**src/hdl/sntpc_pkg.sv**
```systemverilog
// ----------------------------------------------------------------------------
// SNTP client exchange controller package
// Codes, payload structs and state types shared by the controller modules.
// ----------------------------------------------------------------------------
`timescale 1ns / 1ps

package sntpc_pkg;

  localparam int unsigned CfgIdxW   = 2;
  localparam int unsigned CfgDataW  = 31;
  localparam logic [15:0] NtpHdrBytes = 16'd48;

  typedef enum logic [1:0] {
    ACT_START    = 2'd0,
    ACT_TICK     = 2'd1,
    ACT_RESPONSE = 2'd2
  } action_e;

  typedef enum logic [2:0] {
    ST_WAITING = 3'd0,
    ST_SEND    = 3'd1,
    ST_TIME    = 3'd2,
    ST_KISS    = 3'd3,
    ST_TIMEOUT = 3'd4,
    ST_IDLE    = 3'd5
  } status_e;

  typedef enum logic [1:0] {
    PH_IDLE = 2'd0,
    PH_WAIT = 2'd1,
    PH_DONE = 2'd2
  } phase_e;

  typedef enum logic [CfgIdxW-1:0] {
    REG_REQUEST_VERSION = 2'd0,
    REG_OVERALL_TIMEOUT = 2'd1,
    REG_INIT_RTX        = 2'd2,
    REG_MAX_RTX         = 2'd3
  } reg_idx_e;

  typedef struct packed {
    logic [1:0]  action;
    logic [31:0] now;
    logic [15:0] rx_length;
    logic [2:0]  rx_version;
    logic [2:0]  rx_mode;
    logic [7:0]  rx_stratum;
    logic [31:0] rx_reference_id;
    logic [31:0] rx_transmit_seconds;
    logic [31:0] rx_transmit_fraction;
    logic [31:0] rx_originate_seconds;
    logic [31:0] rx_originate_fraction;
  } in_t;

  typedef struct packed {
    logic [2:0]  status;
    logic [2:0]  request_version_res;
    logic [31:0] request_stamp;
    logic [31:0] server_seconds;
    logic [31:0] server_fraction;
    logic [31:0] kiss_code;
  } out_t;

  typedef struct packed {
    logic [2:0]  request_version;
    logic [30:0] overall_timeout;
    logic [30:0] init_rtx;
    logic [30:0] max_rtx;
  } cfg_t;

  typedef struct packed {
    phase_e      phase;
    logic [31:0] start_time;
    logic [31:0] send_time;
    logic [30:0] rtx_wait;
  } state_t;

endpackage

```
**src/hdl/sntp_client_exchange_controller_core.sv**
```systemverilog
// ----------------------------------------------------------------------------
// sntp_client_exchange_controller_core: SNTP client request/response control.
// An accepted beat is held in the input register, then evaluated and registered as the result beat.
// Throughput: one beat per cycle while out_ready_i takes each result, set by the single evaluation stage.
// Reset (rst_ni low, async): idle phase, empty stages, default config values.
// ----------------------------------------------------------------------------
`timescale 1ns / 1ps

module sntp_client_exchange_controller_core (
  input  logic                            clk_i,
  input  logic                            rst_ni,
  input  logic                            cfg_we_i,
  input  logic [sntpc_pkg::CfgIdxW-1:0]   cfg_idx_i,
  input  logic [sntpc_pkg::CfgDataW-1:0]  cfg_data_i,
  input  logic                            in_valid_i,
  output logic                            in_ready_o,
  input  sntpc_pkg::in_t                  in_data_i,
  output logic                            out_valid_o,
  input  logic                            out_ready_i,
  output sntpc_pkg::out_t                 out_data_o
);
  import sntpc_pkg::*;

  cfg_t   cfg;
  state_t state_q, state_d;
  in_t    in_q;
  out_t   out_q, res;
  logic   in_vld_q, out_vld_q, adv;

  sntpc_cfg u_cfg (
    .clk_i      (clk_i),
    .rst_ni     (rst_ni),
    .cfg_we_i   (cfg_we_i),
    .cfg_idx_i  (cfg_idx_i),
    .cfg_data_i (cfg_data_i),
    .cfg_o      (cfg)
  );

  sntpc_eval u_eval (
    .item_i  (in_q),
    .state_i (state_q),
    .cfg_i   (cfg),
    .state_o (state_d),
    .res_o   (res)
  );

  // The held beat moves into the result register when that register frees up.
  assign adv        = in_vld_q && (!out_vld_q || out_ready_i);
  assign in_ready_o = !in_vld_q || adv;

  always_ff @(posedge clk_i or negedge rst_ni) begin
    if (!rst_ni) begin
      in_vld_q           <= 1'b0;
      out_vld_q          <= 1'b0;
      state_q.phase      <= PH_IDLE;
      state_q.start_time <= '0;
      state_q.send_time  <= '0;
      state_q.rtx_wait   <= '0;
    end else begin
      if (in_ready_o) begin
        in_vld_q <= in_valid_i;
      end
      if (adv) begin
        out_vld_q <= 1'b1;
        state_q   <= state_d;
      end else if (out_ready_i) begin
        out_vld_q <= 1'b0;
      end
    end
  end

  always_ff @(posedge clk_i) begin
    if (in_ready_o && in_valid_i) begin
      in_q <= in_data_i;
    end
    if (adv) begin
      out_q <= res;
    end
  end

  assign out_valid_o = out_vld_q;
  assign out_data_o  = out_q;

endmodule

```
**src/hdl/sntpc_cfg.sv**
```systemverilog
// ----------------------------------------------------------------------------
// SNTP client configuration registers
// Write-only register file holding the version and the three timeouts.
// ----------------------------------------------------------------------------
`timescale 1ns / 1ps

module sntpc_cfg (
  input  logic                            clk_i,
  input  logic                            rst_ni,
  input  logic                            cfg_we_i,
  input  logic [sntpc_pkg::CfgIdxW-1:0]   cfg_idx_i,
  input  logic [sntpc_pkg::CfgDataW-1:0]  cfg_data_i,
  output sntpc_pkg::cfg_t                 cfg_o
);
  import sntpc_pkg::*;

  cfg_t cfg_q, cfg_d;

  always_comb begin
    cfg_d = cfg_q;
    if (cfg_we_i) begin
      unique case (reg_idx_e'(cfg_idx_i))
        REG_REQUEST_VERSION: cfg_d.request_version = cfg_data_i[2:0];
        REG_OVERALL_TIMEOUT: cfg_d.overall_timeout = cfg_data_i;
        REG_INIT_RTX:        cfg_d.init_rtx        = cfg_data_i;
        REG_MAX_RTX:         cfg_d.max_rtx         = cfg_data_i;
        default:             cfg_d = cfg_q;
      endcase
    end
  end

  always_ff @(posedge clk_i or negedge rst_ni) begin
    if (!rst_ni) begin
      cfg_q.request_version <= 3'd4;
      cfg_q.overall_timeout <= 31'd30000;
      cfg_q.init_rtx        <= 31'd2000;
      cfg_q.max_rtx         <= 31'd15000;
    end else begin
      cfg_q <= cfg_d;
    end
  end

  assign cfg_o = cfg_q;

endmodule

```
**src/hdl/sntpc_eval.sv**
```systemverilog
// ----------------------------------------------------------------------------
// SNTP client exchange evaluation
// Decides the result of one beat and the next exchange state.
// ----------------------------------------------------------------------------
`timescale 1ns / 1ps

module sntpc_eval (
  input  sntpc_pkg::in_t    item_i,
  input  sntpc_pkg::state_t state_i,
  input  sntpc_pkg::cfg_t   cfg_i,
  output sntpc_pkg::state_t state_o,
  output sntpc_pkg::out_t   res_o
);
  import sntpc_pkg::*;

  logic [31:0] ovr_dl, rtx_dl, ovr_diff, rtx_diff, dbl_wait, max_wait;
  logic        ovr_hit, rtx_hit, rsp_ok;

  // Deadlines wrap modulo 2^32; a non-negative signed difference means reached.
  assign ovr_dl   = state_i.start_time + {1'b0, cfg_i.overall_timeout};
  assign rtx_dl   = state_i.send_time + {1'b0, state_i.rtx_wait};
  assign ovr_diff = item_i.now - ovr_dl;
  assign rtx_diff = item_i.now - rtx_dl;
  assign ovr_hit  = ~ovr_diff[31];
  assign rtx_hit  = ~rtx_diff[31];
  assign dbl_wait = {state_i.rtx_wait, 1'b0};
  assign max_wait = {1'b0, cfg_i.max_rtx};

  assign rsp_ok = (item_i.rx_length >= NtpHdrBytes) && (item_i.rx_version != 3'd0) &&
                  ((item_i.rx_transmit_seconds != 32'd0) ||
                   (item_i.rx_transmit_fraction != 32'd0)) &&
                  ((item_i.rx_mode == 3'd4) || (item_i.rx_mode == 3'd5)) &&
                  (item_i.rx_originate_seconds == 32'd0) &&
                  (item_i.rx_originate_fraction == state_i.send_time);

  always_comb begin
    state_o = state_i;
    res_o   = '0;
    if (item_i.action == ACT_START) begin
      state_o.phase      = PH_WAIT;
      state_o.start_time = item_i.now;
      state_o.send_time  = item_i.now;
      state_o.rtx_wait   = cfg_i.init_rtx;
      res_o.status              = ST_SEND;
      res_o.request_version_res = cfg_i.request_version;
      res_o.request_stamp       = item_i.now;
    end else if (state_i.phase != PH_WAIT) begin
      res_o.status = ST_IDLE;
    end else if ((item_i.action == ACT_RESPONSE) && rsp_ok) begin
      state_o.phase = PH_DONE;
      if (item_i.rx_stratum == 8'd0) begin
        res_o.status    = ST_KISS;
        res_o.kiss_code = item_i.rx_reference_id;
      end else begin
        res_o.status          = ST_TIME;
        res_o.server_seconds  = item_i.rx_transmit_seconds;
        res_o.server_fraction = item_i.rx_transmit_fraction;
      end
    end else if (ovr_hit) begin
      // An invalid response falls through here and is treated as a tick.
      state_o.phase = PH_DONE;
      res_o.status  = ST_TIMEOUT;
    end else if (rtx_hit) begin
      state_o.send_time = item_i.now;
      state_o.rtx_wait  = (dbl_wait < max_wait) ? dbl_wait[30:0] : cfg_i.max_rtx;
      res_o.status              = ST_SEND;
      res_o.request_version_res = cfg_i.request_version;
      res_o.request_stamp       = item_i.now;
    end else begin
      res_o.status = ST_WAITING;
    end
  end

endmodule

```
**config.mk**
```make
export PLATFORM = sky130hd
export DESIGN_NAME = sntp_client_exchange_controller_core
export DESIGN_NICKNAME = d
export VERILOG_FILES = /design/src/hdl/sntpc_pkg.sv /design/src/hdl/sntp_client_exchange_controller_core.sv /design/src/hdl/sntpc_cfg.sv /design/src/hdl/sntpc_eval.sv
export SDC_FILE = /design/constraint.sdc
export NUM_CORES = 1
export LEC_CHECK = 0
export BUFFER_PORTS_ARGS = -buffer_cell sky130_fd_sc_hd__clkbuf_2
export CORE_MARGIN = 4
export CORE_UTILIZATION = 57
export DETAILED_ROUTE_END_ITERATION = 8
export PLACE_DENSITY = 0.79
export REMOVE_ABC_BUFFERS = 1
export SLEW_MARGIN = 5
export SYNTH_ARGS = -nofsm -noshare
export SYNTH_HDL_FRONTEND = slang
export SYNTH_HIERARCHICAL = 1
export SYNTH_SLANG_ARGS = --single-unit
```
**constraint.sdc**
```tcl
create_clock -name clk_i -period 8.5 [get_ports clk_i]
set_input_delay 1.275 -clock clk_i [delete_from_list [all_inputs] [get_ports clk_i]]
set_output_delay 1.275 -clock clk_i [all_outputs]
set_load 0.01 [all_outputs]
```
# --- Word-level counts from Yosys, hierarchy flattened ---
# Index checks and enable logic that the tools add are counted.
word_totals:
  reg_bits: 553
  inputBits: 262
  output_inout_bits: 136
  elab_cells: 106
classes:
  addsub: 4
  magnitude_cmp: 2
  n_eq_ne: 12
  muxes: 25
  n_bitwise: 2
  reduce_logical: 33
ops:
  columns: ["cell", "n"]
  rows:
  - ["2-to-1 mux 63 bit", 5]
  - ["2-to-1 mux 35 bit", 4]
  - ["2-to-1 mux 131 bit", 1]
  - ["2-to-1 mux 96 bit", 1]
  - ["adder 32 x 31 -> 32 bit", 2]
  - ["2-to-1 mux 64 bit", 1]
  - ["nonzero test 32 bit", 2]
  - ["subtractor 32 bit", 2]
  - ["== test 32 bit", 1]
  - ["logical NOT 32 bit", 1]
  - ["< comparator 32 x 31 -> 1 bit", 1]
  - ["2-to-1 mux 32 bit", 1]
  - ["2-to-1 mux 31 bit", 1]
  - ["greater-or-equal comparator 16 x 6 -> 1 bit (second input constant)", 1]
  - ["AND reduction 2 bit", 5]
  - ["2-to-1 mux 3 bit", 3]
  - ["logical AND 1 bit", 8]
  - ["logical NOT 8 bit", 1]
  - ["2-to-1 mux 2 bit", 4]
  - ["OR reduction 4 bit", 2]
  - ["== test 2 bit (second input constant)", 3]
  - ["== test 3 bit (second input constant)", 2]
  - ["inequality test 2 x 1 -> 1 bit (second input constant)", 3]
  - ["AND reduction 5 bit", 1]
  - ["12 further kinds", 22]

# --- Logic depth before layout (Yosys ltp) ---
# Gate-level depths: netlist of the first run.
depth:
  ltp_word: 10
  mapped_depth: 15
  mapped_depth_nobuf: 13

# --- By module ---
# The synthesis of the first run kept the hierarchy.
by_module_without_submodules:
  columns: ["module", "n_inst", "cells_each", "area_each_um2", "seq_area_each_um2"]
  rows:
  - ["sntp_client_exchange_controller_core", 1, 571, 14515.2, 13227.7]
  - ["sntpc_eval", 1, 1009, 7259.5, 0.0]
  - ["sntpc_cfg", 1, 205, 3597.2, 2428.6]

# --- Worst setup path before layout of the first run ---
# No wires, ideal clock.
synth_timing:
  path_kind: "in2reg"
  from: "input port out_ready_i"
  to: "register in_q[0] (netlist bit), enable pin"
  setup_time_ps: 613
  arrival_time_ps: 6595
  required_ps: 7887
  setup_slack_ps: 1292
  cell_stages: 2
  n_path_buf: 0
  cell_sequence: "nand3b_1 > and2_1"
synth_between:
  elab_chain_len: 4
synth_lines:
  columns: ["element", "line", "source"]
  rows:
  - ["start: declaration", "sntp_client_exchange_controller_core.sv:19", "input logic out_ready_i,"]
  - ["logical OR 1 bit", "sntp_client_exchange_controller_core.sv:48", "assign adv = in_vld_q && (!out_vld_q || out_ready_i);"]
  - ["logical AND 1 bit", "sntp_client_exchange_controller_core.sv:48", null]
  - ["logical OR 1 bit", "sntp_client_exchange_controller_core.sv:49", "assign in_ready_o = !in_vld_q || adv;"]
  - ["logical AND 1 bit", "sntp_client_exchange_controller_core.sv:73", "if (in_ready_o && in_valid_i) begin"]
  - ["end signal: assignment", "sntp_client_exchange_controller_core.sv:74", "in_q <= in_data_i;"]
  - ["end: declaration", "sntp_client_exchange_controller_core.sv:26", "in_t in_q;"]
# Every way passes these cells.
# A chain may end at the register's enable or synchronous reset.

# --- Worst setup path after layout of the first run ---
layout_timing:
  from: "register in_q[204] (netlist bit)"
  to: "register state_q[49] (netlist bit)"
layout_between:
  elab_chain_len: 3
  elab_cells_between_ends: 5
layout_lines:
  columns: ["element", "line", "source"]
  rows:
  - ["subtractor 32 bit (on tied branches)", "sntpc_eval.sv:23, sntpc_eval.sv:22", null]
  - ["inequality test 2 bit (no source line) / nonzero test 2 bit (equally long branches)", null, null]
  - ["AND reduction 5 bit (no source line) (*)", null, null]
  - ["end signal: assignment", "sntp_client_exchange_controller_core.sv:65", "state_q <= state_d;"]
  - ["end: declaration", "sntp_client_exchange_controller_core.sv:25", "state_t state_q, state_d;"]
# Every way passes the cells marked *; elsewhere a longest branch is shown, timed or not.

==> results of run 1 <==
stage by stage:
step	total power (uW)	cell area [sq um]	util (%)	setup WS [ns]	cells
after CTS	9538	29660	68.40	3.208	2812
after global routing	10090	29680	68.44	3.004	2819
after detailed placement	6981	27770	64.05	3.228	2708
final	9510	29680	68.46	3.214	2822
after floorplan	5964	24900	-	1.410	1717
after global placement	6814	27770	64.05	3.274	2708
layout make-up:
type                    count  area, sq um
well taps                 585        732.0
repair buffers            406         2088
flip-flops and latches    548        15510
fillers                  3039        13680
clock buffers              62         1403
clock inverters            42        483.0
inverters                 176        665.6
diodes                     10        25.02
multi-input cells         993         8782
final timing paths:
kind	slack, ns	endpoint	depth (start not counted)	startpoint
worst max register to register	3.21	state_q[49]$_DFFE_PN0P_	12	in_q[204]$_DFFE_PP_
min in group asynchronous	0.65	u_cfg/cfg_o[79]$_DFFE_PN0P_	1	rst_ni
worst min register to register	0.50	u_cfg/cfg_o[88]$_DFFE_PN0P_	1	u_cfg/cfg_o[88]$_DFFE_PN0P_
max in group asynchronous	6.49	state_q[49]$_DFFE_PN0P_	2	rst_ni
worst min-delay path	0.50	u_cfg/cfg_o[88]$_DFFE_PN0P_	1	u_cfg/cfg_o[88]$_DFFE_PN0P_
worst max-delay path	3.21	state_q[49]$_DFFE_PN0P_	12	in_q[204]$_DFFE_PP_
sequential cells by signal, indices dropped and copies added, names as in the netlist:
name         flops
in_q           219
out_data_o     134
state_q         97
u_cfg/cfg_o     96
in_vld_q         1
out_valid_o      1
per-layer routing:
layer	share of wire, %	vias to the layer above
met5	0.036	-
met1	40	7903
met2	50	536
met4	3.7	4
li1	-	7141
met3	6.4	135
critical path, delay by kind of cell, from the launching register on:
family | cells | cell delay [ns]
buffers and inverters | 1 | 0.68
flip-flops | 1 | 0.50
AO/OA/AOI/OAI | 4 | 1.71
adder cells (fa/ha/maj) | 2 | 0.86
AND/OR/NAND/NOR | 3 | 0.78
multiplexers | 2 | 0.61
cells in the final DEF (no fill, tap or decap), drive strengths merged, types with 33 or more instances in the layout:
master  count
clkbuf    454
edfxtp    353
mux2      226
inv       178
dfrtp     174
nand2     119
and2       98
ha         94
fa         58
o21ai      53
a21oi      40
nor4       33
where the power goes:
part | switching, uW | internal [uW] | leakage [uW]
clock network | 1040 | 1470 | 0.000917
registers | 362 | 3330 | 0.00578
logic | 1800 | 1510 | 0.00601
==> summary.md, run 1 <==
| Metric | Value |
|---|---|
| Routed WL per cell | `roughly 21 um` |
| GRT met1 Usage | `between 30% and 40%` |
| Reg clk slew, reported paths | `0.06 ns` |
| Slew @ Worst Pin | `1.255 ns` |
| Initial DRC count | `about 1300` |
| Min Hold Slack | `approximately 0.50 ns` |
| CTS sink cnt | `roughly 550` |
| GP Congestion | `around 0.9` |
| FP Rows | `76` |
| Power Density | `320.4 mW/mm^2` |
| Pleak | `around 0.013 uW` |
| Routed Antenna Nets | `0` |
| Cts-stage hold buffer count | `0` |
| Met2 usage | `between 40 and 50%` |
| Clock Latency Late Sink | `approximately 0.61 ns` |
| Arrival time of the worst setup path | `5.77 ns` |
| Part of the cycle the worst path needs | `around 62%` |
| Maxcap violations | `0` |
| Die H | `about 220 um` |
| Largest net degree at the start of global routing | `170` |
| Initial antenna violation count | `10` |
| Pins Over Slew Limit | `0` |
| Die area | `~0.048 sq mm` |
| H-tree Lvls | `2` |
| Bufs on Longest Clock Path | `3` |
| CP max stage delay | `0.82 ns` |
| Layout Skew | `between 0.015 and 0.02 ns` |
| TritonCTS buffer count | `between 50 and 60` |
| CP Data Required Time | `approximately 9 ns` |
| CP max-delay cell | `o31a_2` |
| Syn_area_per_cell | `around 14 sq um` |
| Root Driver | `clkbuf_16` |
| Port Buf Inserts | `between 300 and 400` |
| Hold Fails Final Rpt | `0` |
| Drc violations | `0` |
| CP Cell Sequence | `fa_1, ha_1, nand3_1, nor3_1, o31ai_1, a2111oi_0, a211o_1, or2_4, o31a_2, buf_4, mux2_4, mux2_2` |
| Hold crit path type | `reg2reg` |
| Area of the mapped netlist | `0.02522 sq mm` |
| Most used routing layer | `met2` |
| Max transition margin | `16.16%` |
| Synth Instances | `1780` |
| Peak supply drop | `0.2202 mV` |
| Starting Density | `58.17%` |
| Kind of critical path | `reg2reg` |
| Synth warnings | `6` |
| Post-CTS sizing | `0` |
| Total Routed Length | `60.64 mm` |
| Nature of the critical path endpoint | `flop` |
| Fin nets | `roughly 2600` |
| Area grow syn2layout | `17.70%` |
| CTS tree | `done` |
| Core Footprint | `around 0.043 sq mm` |
| Share of cells above drive strength 1 | `about a third` |
| First-pass GRT wire length | `roughly 93 mm` |
| CP Launch Type | `flop` |
| Pre-Repair DR Iteration Count | `5` |
| DP Wirelength | `about 42 mm` |
| CP Max Fanout | `37` |
| F_max | `between 150 and 200 MHz` |
| Number of global-route vias before repair | `around 16000` |
| Drt via density | `between 5 and 6` |
| Vias | `approximately 16000` |
| Min cycle time layout | `between 5 and 6 ns` |
| Post-CTS setup buffers | `0` |
| GRT met3 Usage | `around 4.8%` |
| Setup Viol. Count Final | `0` |
| RSZ-0062 raised after global routing | `false` |
| Final setup TNS | `0 ns` |
| Io pins | `approximately 400` |
| DIE WIDTH | `218.4 um` |
| Overflow after GRT | `0` |
| Total GRT Usage | `about a quarter` |
| Outcome | `finished, final reports clean` |
Power figures use the tool's default switching activity.
==> run 2: changes to the inputs <==
--- a/config.mk
+++ b/config.mk
@@ -7,9 +7,9 @@
 export LEC_CHECK = 0
 export BUFFER_PORTS_ARGS = -buffer_cell sky130_fd_sc_hd__clkbuf_2
 export CORE_MARGIN = 4
-export CORE_UTILIZATION = 57
+export CORE_UTILIZATION = 52
 export DETAILED_ROUTE_END_ITERATION = 8
-export PLACE_DENSITY = 0.79
+export PLACE_DENSITY = 0.76
 export REMOVE_ABC_BUFFERS = 1
 export SLEW_MARGIN = 5
 export SYNTH_ARGS = -nofsm -noshare
==> constraint.sdc (replaced) <==
create_clock -name clk_i -period 4.4 [get_ports clk_i]
set_input_delay 0.66 -clock clk_i [delete_from_list [all_inputs] [get_ports clk_i]]
set_output_delay 0.66 -clock clk_i [all_outputs]
set_load 0.01 [all_outputs]
==> summary.md, run 2 (same netlist as run 1, synthesis figures left out) <==
| Metric | Value |
|---|---|
| Post-CTS sizing | `0` |
| Pins Over Slew Limit | `0` |
| Worst reg2reg path depth | `13` |
| Outcome | `finished, final reports clean` |
| Overflow after GRT | `0` |
| F_max | `around 230 MHz` |
| Pre-Repair DR Iteration Count | `5` |
| CP Depth | `13` |
| CP Data Required Time | `4.89 ns` |
| Post-CTS setup buffers | `0` |
| Arrival time of the worst setup path | `between 4 and 5 ns` |
| Nature of the critical path endpoint | `flop` |
| Starting Density | `52.71%` |
| Total GRT Usage | `about a quarter` |
| Core Footprint | `between 0.04 and 0.05 sq mm` |
| CP Cell Sequence | `inv_1, fa_1, ha_1, a211oi_1, o21ai_0, a211oi_1, a2111oi_0, a211o_1, or2_4, o31a_2, buf_12, mux2_4, mux2_2` |
| CP max-delay cell | `dfstp_2` |
| Die area | `between 0.05 and 0.06 sq mm` |
| Number of flip-flops in the largest register | `219` |
| Kind of critical path | `reg2reg` |
| Min Hold Slack | `approximately 0.11 ns` |
| Worst Path Buf+Inv | `2` |
| R2R Path Start | `u_cfg/cfg_o[70]$_DFFE_PN1P_` |
| Commonest non-fill, non-tap cells in the layout | `clkbuf_2, edfxtp_1, mux2_2` |
| Fin nets | `2632` |
| Most frequent CP cell | `a211oi_1` |
| Hold crit path type | `in2async` |
| Reg with most FFs | `in_q` |
| Placed cell areas | `0.02818 sq mm` |
| DP Wirelength | `43.46 mm` |
| Maxcap violations | `0` |
| CTS sink cnt | `between 500 and 600` |
| Fin cells | `approximately 2900` |
| CP Launch Type | `flop` |
| Total Routed Length | `61.76 mm` |
| Power Density | `between 600 and 700 mW/mm^2` |
| Area grow syn2layout | `19.42%` |
| Number of global-route vias before repair | `16290` |
| CP max stage delay | `0.52 ns` |
| Port Buf Inserts | `between 300 and 400` |
| Max transition margin | `between 30% and 40%` |
| Bufs on Longest Clock Path | `3` |
| Peak supply drop | `between 0.4 and 0.5 mV` |
| First-pass GRT wire length | `around 94 mm` |
| Initial antenna violation count | `6` |
| Largest net degree at the start of global routing | `a little over 100` |
| CP delay by family, top | `compound AO/OA/AOI/OAI gates` |
| Die H | `roughly 230 um` |
| Share of cells above drive strength 1 | `between 30% and 40%` |
| Drt via density | `around 5.5` |
| Tot Pwr | `18760 uW` |
| Io pins | `~400` |
| Routed WL per cell | `roughly 21 um` |
| Setup Viol. Count Final | `0` |
| GP Congestion | `around 0.88` |
| Commonest non-fill, non-tap cell in the layout | `clkbuf_2` |
| Worst Setup SP | `u_cfg/cfg_o[70]$_DFFE_PN1P_` |
| R2R setup slack | `roughly 0.12 ns` |
| Reg clk slew, reported paths | `approximately 0.060 ns` |
| Fin area | `0.03012 sq mm` |
| Slew @ Worst Pin | `between 0.9 and 1 ns` |
| H-tree Lvls | `2` |
| CTS tree | `done` |
| FP Rows | `80` |
| Drc violations | `0` |
| Initial DRC count | `between 1000 and 1500` |
| DIE WIDTH | `between 200 and 250 um` |
| Fillcell total | `approximately 3600` |
| TritonCTS buffer count | `57` |
| Placed insts | `between 2000 and 3000` |
| Min cycle time layout | `around 4.3 ns` |
| Cts-stage hold buffer count | `0` |
| Layout Skew | `roughly 0.021 ns` |
| Part of the cycle the worst path needs | `97.32%` |
| Root Driver | `clkbuf_16` |
| Pleak | `roughly 0.013 uW` |
| Vias | `~16000` |
| Clock Latency Late Sink | `between 0.6 and 0.7 ns` |
| Routed Antenna Nets | `0` |
| CP Max Fanout | `28` |
| Hold Fails Final Rpt | `0` |
| RSZ-0062 raised after global routing | `false` |
| Worst r2r dst | `state_q[51]$_DFFE_PN0P_` |
run 2: how the worst max path moves through the flow:
| stage | endpoint | slack [ns] |
|---|---|---|
| detailed placement | state_q[51]$_DFFE_PN0P_ | 0.16 |
| global route | state_q[49]$_DFFE_PN0P_ | 0.04 |
| CTS | state_q[51]$_DFFE_PN0P_ | 0.08 |
| finish | state_q[51]$_DFFE_PN0P_ | 0.12 |
| floorplan | in_q[0]$_DFFE_PP_ | -2.08 |
| global placement | state_q[49]$_DFFE_PN0P_ | 0.16 |
run 2: final cells by class:
cell class / instances / area, sq um / share of cell area [%]
inverters: 176 / 665.6 / 2.210
multi-input cells: 993 / 8785 / 29.17
flip-flops and latches: 548 / 15510 / 51.48
clock inverters: 35 / 425.4 / 1.412
repair buffers: 442 / 2459 / 8.163
clock buffers: 72 / 1503 / 4.989
well taps: 615 / 769.5 / 2.555
diodes: 3 / 7.507 / 0.02492
run 2: metrics by stage:
| stage | setup TNS (ns) | setup WS, ns | utilization [%] |
|---|---|---|---|
| after floorplan | -526.46 | -2.075 | - |
| after global placement | 0 | 0.1592 | 58.90 |
| after detailed placement | 0 | 0.1593 | 58.90 |
| after CTS | 0 | 0.08398 | 62.93 |
| after global routing | 0 | 0.03750 | 62.95 |
| final | 0 | 0.1177 | 62.95 |
run 2: layer usage:
metal / share of wire (%) / global-route usage [%] / up-vias
li1: - / - / 7227
met1: 42 / 31.08 / 7901
met2: 49 / 38.72 / 518
met3: 6.5 / 4.616 / 102
met4: 2.7 / 7.577 / 6
met5: 0.087 / 0 / -
run 2: where the power goes:
group	switching [uW]	internal (uW)
sequential	682	6440
combinational	3540	3160
clock	1990	2950
==> run 3: changes to the inputs <==
--- a/config.mk
+++ b/config.mk
@@ -5,14 +5,13 @@
 export SDC_FILE = /design/constraint.sdc
 export NUM_CORES = 1
 export LEC_CHECK = 0
-export BUFFER_PORTS_ARGS = -buffer_cell sky130_fd_sc_hd__clkbuf_2
+export BUFFER_PORTS_ARGS = -buffer_cell sky130_fd_sc_hd__buf_2
 export CORE_MARGIN = 4
-export CORE_UTILIZATION = 52
+export CORE_UTILIZATION = 51
 export DETAILED_ROUTE_END_ITERATION = 8
-export PLACE_DENSITY = 0.76
+export PLACE_DENSITY = 0.75
 export REMOVE_ABC_BUFFERS = 1
 export SLEW_MARGIN = 5
 export SYNTH_ARGS = -nofsm -noshare
 export SYNTH_HDL_FRONTEND = slang
-export SYNTH_HIERARCHICAL = 1
 export SYNTH_SLANG_ARGS = --single-unit
==> summary.md, run 3 <==
| Metric | Value |
|---|---|
| Combinational power share | `a little under a third` |
| Area grow syn2layout | `19.55%` |
| Worst Path Buf+Inv | `4` |
| F_max | `about 240 MHz` |
| Slew @ Worst Pin | `about 0.94 ns` |
| Port Buf Inserts | `between 300 and 400` |
| Clock Latency Late Sink | `0.60 ns` |
| Reg clk slew, reported paths | `~0.060 ns` |
| Area of the mapped netlist | `0.02412 sq mm` |
| CTS sink cnt | `approximately 550` |
| Synth area leaders | `edfxtp_1, dfrtp_1, mux2_2` |
| Arrival time of the worst setup path | `4.55 ns` |
| Min cycle time layout | `between 4 and 5 ns` |
| FF+latch area | `between 0.015 and 0.02 sq mm` |
| Sequential share of power | `42.2%` |
| Pins Over Slew Limit | `0` |
| Number of flip-flops in the largest register | `around 220` |
| Layout Skew | `~0.018 ns` |
| Synth warnings | `0` |
| Power Density | `slightly below 600 mW/mm^2` |
| CP delay by family, top | `simple AND/OR/NAND/NOR gates` |
| Post-synthesis xor/xnor area fraction | `~1.3%` |
| Syn_area_per_cell | `~15 sq um` |
| Top sig layer | `met4` |
| Count leader, synth | `edfxtp_1` |
| Most frequent CP cell | `inv_1` |
| Share of cells above drive strength 1 | `around 34%` |
| Synth Area in Compound Gates | `about 3.6%` |
| Seq/Total Area, Yosys | `64.28%` |
| Overflow after GRT | `0` |
| Nature of the critical path endpoint | `flop` |
| Yosys reg bits | `roughly 550` |
| Multi-input gate area | `0.007805 sq mm` |
| Met2 wire len | `around 29 mm` |
| Initial DRC count | `between 900 and 1000` |
| R2R Path Start | `in_q[219]$_DFFE_PP_` |
| Post-layout util | `between 60% and 70%` |
| Starting Density | `51.70%` |
| Sw power | `approximately 5200 uW` |
| Routed WL per cell | `approximately 21 um` |
| CTS tree | `done` |
| Initial antenna violation count | `5` |
| FP Rows | `79` |
| CP max-delay cell | `edfxtp_1` |
| Outcome | `finished, final reports clean` |
| Peak supply drop | `0.3630 mV` |
| Bufs on Longest Clock Path | `3` |
| Io pins | `398` |
| Hold Fails Final Rpt | `0` |
| TritonCTS buffer count | `56` |
| Pleak | `~0.013 uW` |
| DP Wirelength | `between 40 and 50 mm` |
| Core Footprint | `roughly 0.047 sq mm` |
| DIE WIDTH | `between 200 and 250 um` |
| Post-CTS sizing | `0` |
| Clk pwr share | `27.8%` |
| Cts-stage hold buffer count | `0` |
| Total GRT Usage | `between 20 and 25%` |
| Root Driver | `clkbuf_16` |
| Routed Antenna Nets | `0` |
| EDFF count, synth | `about 350` |
| Fin nets | `2451` |
| Final WS setup | `0.3149 ns` |
| Vias | `about 14000` |
| Total Routed Length | `roughly 57 mm` |
| H-tree Lvls | `2` |
| Simple-Gate Fraction of Synth Area | `around 7.2%` |
| Cell taking the most area after synthesis | `edfxtp_1` |
| Hold crit path type | `in2async` |
| Die H | `roughly 230 um` |
| Sw frac | `30.98%` |
| Drc violations | `0` |
| Place WS | `approximately 0.29 ns` |
| Reg with most FFs | `in_q` |
| Max transition margin | `between 30 and 40%` |
| Post-synthesis adder-cell area fraction | `under 10%` |
| GP Congestion | `~0.89` |
| Worst reg2reg path depth | `14` |
| CP Max Fanout | `15` |
| Fillcell total | `3503` |
| CP Cell Sequence | `inv_1, fa_1, inv_1, ha_1, nand4_1, nor4_1, nand2_1, a311o_1, o211ai_2, nand3_2, o31ai_4, buf_12, buf_4, mux2_4` |
| P_int | `around 12000 uW` |
| CP Launch Type | `flop` |
| First-pass GRT wire length | `~86 mm` |
| Commonest cells post-synth | `edfxtp_1, dfrtp_1, inv_1, and2_1, mux2_2` |
| Distinct cells, synth | `59` |
| Wl on met1 | `~25 mm` |
| Largest net degree at the start of global routing | `140` |
| Yosys top cell area share | `43.94%` |
| Worst r2r dst | `state_q[44]$_DFFE_PN0P_` |
| Ys async rst share | `35.58%` |
| Commonest non-fill, non-tap cells in the layout | `buf_2, edfxtp_1, dfrtp_1` |
| Routed wl met3 | `2.661 mm` |
| RSZ-0062 raised after global routing | `false` |
| Drt via density | `5.240` |
| Share of synthesized area spent on multiplexers | `a little over a tenth` |
| Setup Viol. Count Final | `0` |
| Largest family of logic cells by synthesized area | `multiplexers` |
| Pre-Repair DR Iteration Count | `4` |
| R2R setup slack | `between 0.3 and 0.4 ns` |
| Part of the cycle the worst path needs | `92.84%` |
| Maxcap violations | `0` |
| Synth Instances | `~1600` |
| CP Data Required Time | `4.87 ns` |
| Kind of critical path | `reg2reg` |
| Commonest non-fill, non-tap cell in the layout | `buf_2` |
| Predominant post-synthesis flop cell | `edfxtp_1` |
| Number of global-route vias before repair | `around 15000` |
| Die area | `between 0.05 and 0.06 sq mm` |
| Post-CTS setup buffers | `0` |
| CP max stage delay | `0.50 ns` |
## run 3: per-stage QoR
step / instance area (sq um) / instances / hold WS [ns] / setup TNS [ns] / total power, uW
floorplan: 23920 / 1552 / 0.3644 / -734.03 / 10610
global placement: 27030 / 2585 / 0.4639 / 0 / 11920
detailed placement: 27030 / 2585 / 0.4798 / 0 / 12170
CTS: 28820 / 2689 / 0.1885 / 0 / 16880
global route: 28840 / 2694 / 0.2009 / 0 / 17830
finish: 28840 / 2695 / 0.1696 / 0 / 16760
## run 3: logic make-up (layout without fill, tap and decap cells)
kind of cell / after synthesis / in the layout
compound gates: 136 / 136
xor+xnor: 36 / 36
fa+ha+maj: 152 / 152
buf+inv: 212 / 702
flops: 548 / 548
mux: 207 / 207
other cells: 0 / 5
simple gates: 302 / 302
## run 3: cell type report
class	count	area share [%]
Timing Repair Buffer	427	8.048
Antenna cell	5	0.04339
Clock inverter	32	1.115
Multi-Input combinational cell	833	27.06
Tap cell	607	2.634
Sequential cell	548	53.77
Clock buffer	72	5.102
Inverter	171	2.226
## run 3: worst max path at each step
| stage | startpoint | end | slack (ns) | cells past startpoint |
|---|---|---|---|---|
| 2_1_floorplan | out_ready_i | state_q[1]$_DFFE_PN0P_ | -3.41 | 5 |
| 6_report | in_q[219]$_DFFE_PP_ | state_q[44]$_DFFE_PN0P_ | 0.31 | 14 |
| 3_3_place_gp | u_cfg.cfg_o[72]$_DFFE_PN1P_ | out_data_o[107]$_DFFE_PP_ | 0.36 | 13 |
| 5_1_grt | in_q[219]$_DFFE_PP_ | state_q[35]$_DFFE_PN0P_ | 0.06 | 14 |
| 4_1_cts | in_q[219]$_DFFE_PP_ | out_data_o[107]$_DFFE_PP_ | 0.25 | 13 |
| 3_5_place_dp | u_cfg.cfg_o[72]$_DFFE_PN1P_ | out_data_o[107]$_DFFE_PP_ | 0.29 | 13 |
## run 3: worst register-to-register path, cell delays in order (launching register included)
cell	delay, ns
edfxtp_1	0.50
inv_1	0.11
fa_1	0.49
inv_1	0.04
ha_1	0.31
nand4_1	0.16
nor4_1	0.48
nand2_1	0.15
a311o_1	0.36
o211ai_2	0.08
nand3_2	0.18
o31ai_4	0.33
buf_12	0.22
buf_4	0.23
mux2_4	0.32
## run 3: power by group through the flow
stage / logic, uW / registers, uW / clock network [uW]
2_1_floorplan: 3560 / 7050 / 0
3_3_place_gp: 4800 / 7120 / 0
3_5_place_dp: 5010 / 7160 / 0
4_1_cts: 5050 / 7070 / 4750
5_1_grt: 5680 / 7180 / 4970
6_report: 5030 / 7080 / 4660
## run 3: per-layer routing
layer,global-route usage (%),vias up
li1,-,6554
met1,31.03,7117
met2,36.65,356
met3,3.361,95
met4,7.133,0
met5,0,-
